File: config.mk
export PLATFORM = sky130hd
export DESIGN_NAME = hufd_emit
export DESIGN_NICKNAME = d
export VERILOG_FILES = /design/src/hw/rtl/hufd_pkg.sv /design/src/hw/rtl/hufd_emit.sv
export SDC_FILE = /design/constraint.sdc
export NUM_CORES = 1
export LEC_CHECK = 0
export BUFFER_PORTS_ARGS = -buffer_cell sky130_fd_sc_hd__buf_2
export CAP_MARGIN = 25
export CORE_MARGIN = 2
export CORE_UTILIZATION = 41
export CTS_CLUSTER_DIAMETER = 100
export CTS_CLUSTER_SIZE = 12
export DETAILED_ROUTE_END_ITERATION = 8
export PLACE_DENSITY_LB_ADDON = 0.05
export SYNTH_ARGS = -nofsm -noshare
export SYNTH_HDL_FRONTEND = slang
export SYNTH_SLANG_ARGS = --single-unit
File: constraint.sdc
create_clock -name clk -period 1.21 [get_ports clk]
set_input_delay 0.121 -clock clk [delete_from_list [all_inputs] [get_ports clk]]
set_output_delay 0.121 -clock clk [all_outputs]
set_load 0.005 [all_outputs]
File: src/hw/rtl/hufd_pkg.sv
// Shared types, constants and helpers for the tree-walk Huffman decoder.
`default_nettype none

package hufd_pkg;

  localparam int MAX_LEAVES = 256;
  localparam int NODE_DEPTH = 511;
  localparam int NODE_W     = 9;
  localparam int SYM_W      = 8;
  localparam int BYTE_BITS  = 8;
  localparam int BIT_CNT_W  = 3;

  localparam logic MODE_LOAD   = 1'b0;
  localparam logic MODE_DECODE = 1'b1;

  typedef struct packed {
    logic              mode;
    logic [NODE_W-1:0] node_index;
    logic [NODE_W-1:0] left_child;
    logic [NODE_W-1:0] right_child;
    logic [SYM_W-1:0]  leaf_symbol;
    logic [SYM_W-1:0]  code_byte;
  } in_t;

  typedef struct packed {
    logic [SYM_W-1:0] symbol;
    logic             last;
  } out_t;

  typedef struct packed {
    logic [NODE_W-1:0] left;
    logic [NODE_W-1:0] right;
  } node_t;

  // One walk event handed from the walker to the emitter.
  typedef struct packed {
    logic             valid;
    logic             hit;
    logic             fin;
    logic [SYM_W-1:0] sym;
  } evt_t;

  function automatic logic [NODE_W-1:0] root_of(input logic [NODE_W-1:0] count);
    logic [NODE_W:0] twice;
    twice = {count, 1'b0} - (NODE_W+1)'(2);
    return twice[NODE_W-1:0];
  endfunction

  function automatic logic [NODE_W-1:0] sat_count(input logic [NODE_W-1:0] value);
    logic [NODE_W-1:0] res;
    res = value;
    if (value == '0) begin
      res = NODE_W'(1);
    end else if (value > NODE_W'(MAX_LEAVES)) begin
      res = NODE_W'(MAX_LEAVES);
    end
    return res;
  endfunction

endpackage

`default_nettype wire

File: src/hw/rtl/hufd_emit.sv
// Holds the newest symbol until its last flag is known, then drives the output register.
`default_nettype none

module hufd_emit (
  input  wire logic             clk,
  input  wire logic             rst,
  input  wire hufd_pkg::evt_t   evt,
  input  wire logic             out_stall,
  output logic                  take,
  output logic                  out_valid,
  output hufd_pkg::out_t        out_data
);

  logic                        r_valid;
  logic                        r_valid_next;
  logic                        r_final;
  logic                        r_final_next;
  logic [hufd_pkg::SYM_W-1:0]  r_sym;
  logic [hufd_pkg::SYM_W-1:0]  r_sym_next;
  logic                        push;
  logic                        push_last;
  logic                        o_free;

  always_comb begin
    o_free       = !out_valid || !out_stall;
    take         = 1'b0;
    push         = 1'b0;
    push_last    = 1'b0;
    r_valid_next = r_valid;
    r_final_next = r_final;
    r_sym_next   = r_sym;
    if (r_valid && r_final) begin
      // Close out the previous byte first.
      if (o_free) begin
        push         = 1'b1;
        push_last    = 1'b1;
        r_valid_next = 1'b0;
      end
    end else if (evt.valid && (!r_valid || o_free)) begin
      take      = 1'b1;
      push      = r_valid;
      push_last = !evt.hit;
      if (evt.hit) begin
        r_valid_next = 1'b1;
        r_final_next = evt.fin;
        r_sym_next   = evt.sym;
      end else begin
        r_valid_next = 1'b0;
      end
    end
  end

  always_ff @(posedge clk) begin
    if (rst) begin
      r_valid   <= 1'b0;
      r_final   <= 1'b0;
      out_valid <= 1'b0;
    end else begin
      r_valid <= r_valid_next;
      r_final <= r_final_next;
      if (push) begin
        out_valid <= 1'b1;
      end else if (!out_stall) begin
        out_valid <= 1'b0;
      end
    end
  end

  always_ff @(posedge clk) begin
    r_sym <= r_sym_next;
    if (push) begin
      out_data <= '{symbol: r_sym, last: push_last};
    end
  end

endmodule

`default_nettype wire

======== Word-level counts from Yosys, hierarchy flattened ========
Cells that the tools add are included.
storage, ports and cells
  register bits ........................... 20
  bits of input ports ..................... 14
  output and inout bits ................... 11
operators by class
  equal/unequal tests ..................... 2
  muxes and demuxes ....................... 13
  bitwise logic cells ..................... 1
  reduce and logical (&&, ||, !) cells .... 11
operators with widths
  operator              count
  $mux W1               13
  $logic_not A1 Y1      4
  $reduce_and A3 Y1     1
  $logic_and A1 B1 Y1   2
  $logic_or A1 B1 Y1    2
  $ne A2 B1 Y1 const B  1
  $ne A2 B2 Y1 const B  1
  $reduce_and A2 Y1     1
  $reduce_bool A2 Y1    1
  $not A1 Y1            1

======== Longest topological paths before layout ========
Gate-level depths: netlist (run 1).
  depth after elaboration ................. 7
  mapped depth ............................ 3
  mapped depth without buffers ............ 3

======== Worst setup path before layout (run 1) ========
Ideal clock, no wire load.
  path type ............................... reg2reg
  start point ............................. register r_valid
  end point ............................... register out_data[0] in the netlist's numbering, enable pin
  setup time .............................. 374 ps
  data arrival time ....................... 926 ps
  data required time ...................... 836 ps
  path slack .............................. -90 ps
  cell stages (with the launch flop) ...... 3
  buffers on the path ..................... 0
  cells stage by stage .................... dfxtp_1 > o21ai_1 > nor2_1
on the way
  cells in the longest elaborated chain, start to end .. 5
  elaborated cells between the ends (all ways) .. 6
ends and longest elaborated chain
  item                    RTL line         RTL
  start, declared         hufd_emit.sv:14  logic r_valid;
  start signal, assigned  hufd_emit.sv:59  r_valid <= r_valid_next;
  $logic_not A1 Y1        hufd_emit.sv:39  end else if (evt.valid && (!r_valid || o_free)) begin
  $logic_or A1 B1 Y1      hufd_emit.sv:39
  $logic_and A1 B1 Y1     hufd_emit.sv:39
  $mux W1                 hufd_emit.sv:39
  $mux W1 *               hufd_emit.sv:32  if (r_valid && r_final) begin
  named net push          hufd_emit.sv:20  logic push;
  end signal, assigned    hufd_emit.sv:72  out_data <= '{symbol: r_sym, last: push_last};
  end, declared           hufd_emit.sv:11  output hufd_pkg::out_t out_data
The timed path passes the listed nets; every way through them passes the cells marked *.
A chain may end at the register's enable or synchronous reset.

======== Worst setup path after layout (run 1) ========
  start point ............................. register out_valid
  end point ............................... output port take
on the way
  cells in the longest elaborated chain, start to end .. 6
ends and longest elaborated chain
  item                    RTL line         RTL
  start, declared         hufd_emit.sv:10  output logic out_valid,
  start signal, assigned  hufd_emit.sv:57  out_valid <= 1'b0;
  start signal, assigned  hufd_emit.sv:62  out_valid <= 1'b1;
  start signal, assigned  hufd_emit.sv:64  out_valid <= 1'b0;
  $logic_not A1 Y1        hufd_emit.sv:25  o_free = !out_valid || !out_stall;
  $logic_or A1 B1 Y1      hufd_emit.sv:25
  $logic_or A1 B1 Y1      hufd_emit.sv:39
  $logic_and A1 B1 Y1     hufd_emit.sv:39
  $mux W1                 hufd_emit.sv:39
  $mux W1                 hufd_emit.sv:32
  end, declared           hufd_emit.sv:9   output logic take,
No other way between the ends.

==> flow_summary.json, run 1 <==
{
  "cts_buffers": 3,
  "drc": 0,
  "min_from": "evt[8]",
  "timing.rr.end": "out_data[8]",
  "dieArea_mm2": 0.001992,
  "setup_violations": 0,
  "worstMarginPinSlew_ns": 0.2371,
  "avgSynthCellArea_um2": 17.36,
  "finalNetCount": 96,
  "vias": 458,
  "ys_warn_count": 0,
  "cts_sinks": 20,
  "start_util": 0.4442,
  "fin_cells": 97,
  "reg2reg_slack_ns": 0.06,
  "core_area_mm2": 0.001524,
  "area_delta_synth_final_pct": 44.73,
  "synth.most_common_cell": "edfxtp_1",
  "path_clk_slew_ns": 0.11,
  "drtPass1Iterations": 4,
  "synth-edff-count": 17,
  "fmax_mhz": 826.8,
  "status": "completed",
  "ir_drop_uv": 787.7,
  "worst-r2r-cell-count": 4,
  "fin_tns_setup_ns": 0,
  "via_per_inst": 4.722,
  "cts.root.buffer_cell": "clkbuf_4",
  "syn_nets": 53,
  "p_leak_nw": 0.3969,
  "drtIter0Drc": 7,
  "drtAntennaViolNets": 0,
  "rsz0062_at_grt": "true",
  "min_to": "r_final",
  "hold_viol_final": 0,
  "met2WireLength_um": 609,
  "fin_crit_ns": 1.209,
  "grt_max_degree": 12,
  "num_antenna_cells": 0,
  "endpoint_kind": "output port",
  "min_path_cells": 3,
  "hold_path.class": "in2reg",
  "ys_ff_latch": 20,
  "die_h_um": 44.63,
  "port_buffers": 24,
  "crit_path_start_kind": "flop",
  "ys_types": 15,
  "synthTopCellsByArea": "edfxtp_1 75%, dfxtp_1 8.9%, a21oi_1 3.0%, o21ai_1 1.5%, and2_4 1.3%",
  "grt_pass1_wl_um": 1731,
  "highest_layer": "met4",
  "slew_violations": 0,
  "post-route-period-util": 0.9995,
  "async_reset_ff_frac": 0,
  "ys_top_cells_by_count": "17 x edfxtp_1, 4 x a21oi_1, 3 x dfxtp_1",
  "cp.arrival_ns": 1.09,
  "rr_startpoint": "out_valid",
  "gr-total-overflow": 0,
  "grt_pass1_vias": 467,
  "antenna_found_initial": 0,
  "synthCells": 39,
  "crit_type": "reg2out",
  "clk_path_buf_depth": 2,
  "detail_route.wirelength_um": 1128,
  "syn_area_um2": 676.9,
  "p_per_area_mw_per_mm2": 1219,
  "tritoncts": "built",
  "dieWidth_um": 44.63,
  "wl_met3_um": 69,
  "cp.required_ns": 1.09,
  "num_io_pins": 25,
  "synth_top_area_share": 0.7542,
  "dp_cells": 84,
  "rows": 14,
  "htree_levels": 1,
  "gp_congestion": 0.6735,
  "final.setup_skew_ns": 0.009209,
  "yosysTopAreaCell": "edfxtp_1",
  "yosysSeqAreaShare": 0.8429,
  "slew-limit-headroom": 0.8419,
  "drt-met1-wl_um": 442,
  "track_usage": 0.1256,
  "drive_gt1_frac": 0.4568,
  "post_drt_wl_per_cell_um": 11.63,
  "synthFlopType": "edfxtp_1",
  "drv_cap": 0,
  "insertion_delay_ns": 0.29,
  "crit_fanout": 2
}
## logic make-up (layout without fill, tap and decap cells)
logic type | after synthesis | count (layout) | synth area share
compound gates | 9 | 9 | 0.07949
buf+inv | 1 | 43 | 0.005540
flops | 20 | 20 | 0.8429
simple gates | 9 | 9 | 0.07211
## flip-flops by register name (all words and copies together) (netlist names)
name,flops
r_valid,1
out_valid,1
r_sym,8
r_final,1
out_data,9
## worst max-delay path by stage
stage / start / to / slack (ns) / depth (start not counted)
4_1_cts: out_valid / take / -0.01 / 4
6_report: out_valid / take / 0.0006 / 4
5_1_grt: out_valid / take / -0.10 / 4
3_5_place_dp: out_valid / r_sym[4] / -0.02 / 3
2_1_floorplan: out_valid / r_sym[0] / 0.04 / 3
3_3_place_gp: out_valid / r_sym[3] / 0.003 / 3
## per-stage QoR
stage | utilization | setup WS (ns) | power, mW | hold slack, ns | instance area [µm²]
6_report | 0.6429 | 0.0005667 | 1.194 | 0.07281 | 979.7
5_1_grt | 0.6429 | -0.1023 | 1.256 | 0.06451 | 979.7
4_1_cts | 0.6338 | -0.009673 | 1.204 | 0.01000 | 965.9
3_5_place_dp | 0.5624 | -0.02454 | 0.8745 | 0.2993 | 857.1
3_3_place_gp | 0.5624 | 0.003265 | 0.8727 | 0.2985 | 857.1
2_1_floorplan | - | 0.03681 | 0.8230 | 0.1901 | 679.4
## power by group
group / switching (mW) / total (mW) / internal (mW)
Combinational: 0.0408 / 0.0997 / 0.0589
Clock: 0.184 / 0.312 / 0.128
Sequential: 0.00834 / 0.782 / 0.774
Total: 0.233 / 1.19 / 0.961
## cells in the final DEF (no fill, tap or decap), drive strengths merged
cell type	netlist	final
inv	1	1
dfxtp	3	3
nand3	1	1
buf	0	29
nor2	2	2
o21ai	3	3
edfxtp	17	17
a21oi	4	4
dlygate4sd3	0	9
nand4	1	1
nand2	2	2
a22oi	1	1
o21a	1	1
clkbuf	0	4
and2	2	2
and2b	1	1
## layer usage
layer / track usage / up-vias
met5: 0 / -
met4: 0.03636 / 0
met3: 0.03673 / 2
met2: 0.2638 / 18
met1: 0.1075 / 205
li1: - / 233
## cell type report
type	instances	area, µm²
multi-input cells	18	106.4
well taps	16	20.02
fillers	117	544.3
flip-flops and latches	20	571.8
inverters	1	3.754
repair buffers	38	251.5
clock buffers	4	26.28
## worst max-delay path, cell delays in order (launching register included)
cell and delay [ns]:
dfxtp_2 0.33, and2_4 0.13, o21ai_2 0.11, and2_1 0.13, buf_2 0.10
## timing repair
| item | in CTS | in global routing |
|---|---|---|
| endpoints found under the setup margin | 9 | 6 |
| buffers inserted | 0 | 0 |
| pin swaps | 1 | 0 |
| resized for setup | 2 | 1 |
| hold buffers | 8 | 1 |
| hold endpoints to repair | 9 | 1 |
Power figures use the tool's default switching activity.
==> run 2: changes to the inputs <==
- REMOVE_ABC_BUFFERS: default -> 1
==> flow_summary.json, run 2 (synthesized netlist as in run 1, its figures left out) <==
{
  "crit_type": "reg2reg",
  "via_per_inst": 4.979,
  "start_util": 0.4442,
  "status": "complete, but fails checks",
  "worst-r2r-cell-count": 4,
  "final.setup_skew_ns": 0.0005663,
  "drv_cap": 0,
  "clk_path_buf_depth": 2,
  "post-route-period-util": 1.029,
  "area_delta_synth_final_pct": 46.03,
  "slew-limit-headroom": 0.8457,
  "rr_startpoint": "out_valid",
  "post_drt_wl_per_cell_um": 12.36,
  "worstMarginPinSlew_ns": 0.2299,
  "grt_pass1_wl_um": 1828,
  "drive_gt1_frac": 0.4568,
  "layout_commonest_cell": "buf_2",
  "fin_crit_ns": 1.245,
  "path_clk_slew_ns": 0.10,
  "num_antenna_cells": 0,
  "num_io_pins": 25,
  "rows": 14,
  "port_buffers": 24,
  "seqCellArea_um2": 570.5,
  "finalNetCount": 96,
  "top_register": "out_data",
  "die_h_um": 44.63,
  "cts.root.buffer_cell": "clkbuf_4",
  "hold_viol_final": 0,
  "antenna_found_initial": 0,
  "largest_reg_flops": 9,
  "cp.arrival_ns": 1.26,
  "cp_slowest_stage_delay_ns": 0.32,
  "gr-total-overflow": 0,
  "dieWidth_um": 44.63,
  "core_area_mm2": 0.001524,
  "endpoint_kind": "flop",
  "htree_levels": 1,
  "p_leak_nw": 0.3974,
  "cp.required_ns": 1.23,
  "largestRegisters": "out_data (9), r_sym (8)",
  "grt_max_degree": 12,
  "total_power_mw": 1.196,
  "multi_input_area_um2": 116.4,
  "cts_sinks": 20,
  "reg2reg_slack_ns": -0.04,
  "violations": "negative setup slack",
  "placed_cell_area_um2": 847.1,
  "fin_tns_setup_ns": -0.1692,
  "min_to": "r_final",
  "hold_path.class": "in2reg",
  "timing.final.ws_setup_ns": -0.03546,
  "min_path_cells": 3,
  "rsz0062_at_grt": "true",
  "timing.rr.end": "out_data[1]",
  "most-common-layout-cells": "24 x buf_2, 17 x edfxtp_1, 9 x dlygate4sd3_1",
  "drtPass1Iterations": 4,
  "ir_drop_uv": 837.2,
  "setup_violations": 5,
  "dp_hpwl_um": 762.2,
  "track_usage": 0.1341,
  "fin_area_um2": 988.4,
  "dieArea_mm2": 0.001992,
  "grt_pass1_vias": 464,
  "crit_path_start_kind": "flop",
  "p_per_area_mw_per_mm2": 1210,
  "vias": 483,
  "gp_congestion": 0.6946,
  "drc": 0,
  "tritoncts": "built",
  "cts_buffers": 3,
  "slew_violations": 0,
  "critPathSlowestCell": "dfxtp_1",
  "drtAntennaViolNets": 0,
  "detail_route.wirelength_um": 1199,
  "fill_cells": 107,
  "fmax_mhz": 802.9,
  "insertion_delay_ns": 0.29,
  "drtIter0Drc": 1,
  "crit_fanout": 4,
  "path_cells": "and2_4, buf_4, nor2_2, clkdlybuf4s15_2",
  "min_from": "evt[8]"
}
[run 2: cell type report]
class                   instances  share of cell area
clock inverters                 1            0.003797
clock buffers                   3             0.02278
inverters                       1            0.003797
well taps                      16             0.02025
multi-input cells              18              0.1177
repair buffers                 38              0.2544
flip-flops and latches         20              0.5772
[run 2: how the worst max path moves through the flow]
stage,from,end,slack [ns],cells past startpoint
2_1_floorplan,r_valid,out_data[0],-0.09,2
3_3_place_gp,out_valid,r_sym[2],0.02,3
3_5_place_dp,out_valid,r_sym[0],-0.03,3
4_1_cts,out_valid,take,-0.04,4
5_1_grt,r_final,out_data[6],-0.13,3
6_report,out_valid,out_data[1],-0.04,4
[run 2: critical path, delay by kind of cell, from the launching register on]
kind | cells | cell delay, ns
buf+inv | 2 | 0.40
flops | 1 | 0.32
simple gates | 2 | 0.25
[run 2: where the power goes]
group | internal, mW | switching [mW] | leakage (nW)
Combinational | 0.0602 | 0.0430 | 0.200
Sequential | 0.773 | 0.00927 | 0.182
Clock | 0.120 | 0.190 | 0.0154
[run 2: per-stage QoR]
step,instances,util,hold slack (ns),worst slack [ns]
floorplan,39,-,0.1901,-0.08984
global placement,83,0.5558,0.2973,0.02214
detailed placement,83,0.5558,0.3000,-0.03239
CTS,95,0.6264,0.0003052,-0.03814
global route,97,0.6486,0.08971,-0.1262
finish,97,0.6486,0.06834,-0.03546
[run 2: per-layer routing]
layer | global-route usage | vias to the layer above | part of all wire
met5 | 0 | - | 0
met4 | 0.07273 | 0 | 0.016
met3 | 0.03673 | 2 | 0.046
met2 | 0.2580 | 22 | 0.57
met1 | 0.1233 | 227 | 0.37
li1 | - | 232 | -
[run 2: what timing repair did]
action,CTS,global route
endpoints found under the hold margin,9,1
buffers inserted,0,0
resized for setup,1,3
cloned,0,1
endpoints found under the setup margin,9,18
hold buffers,8,1
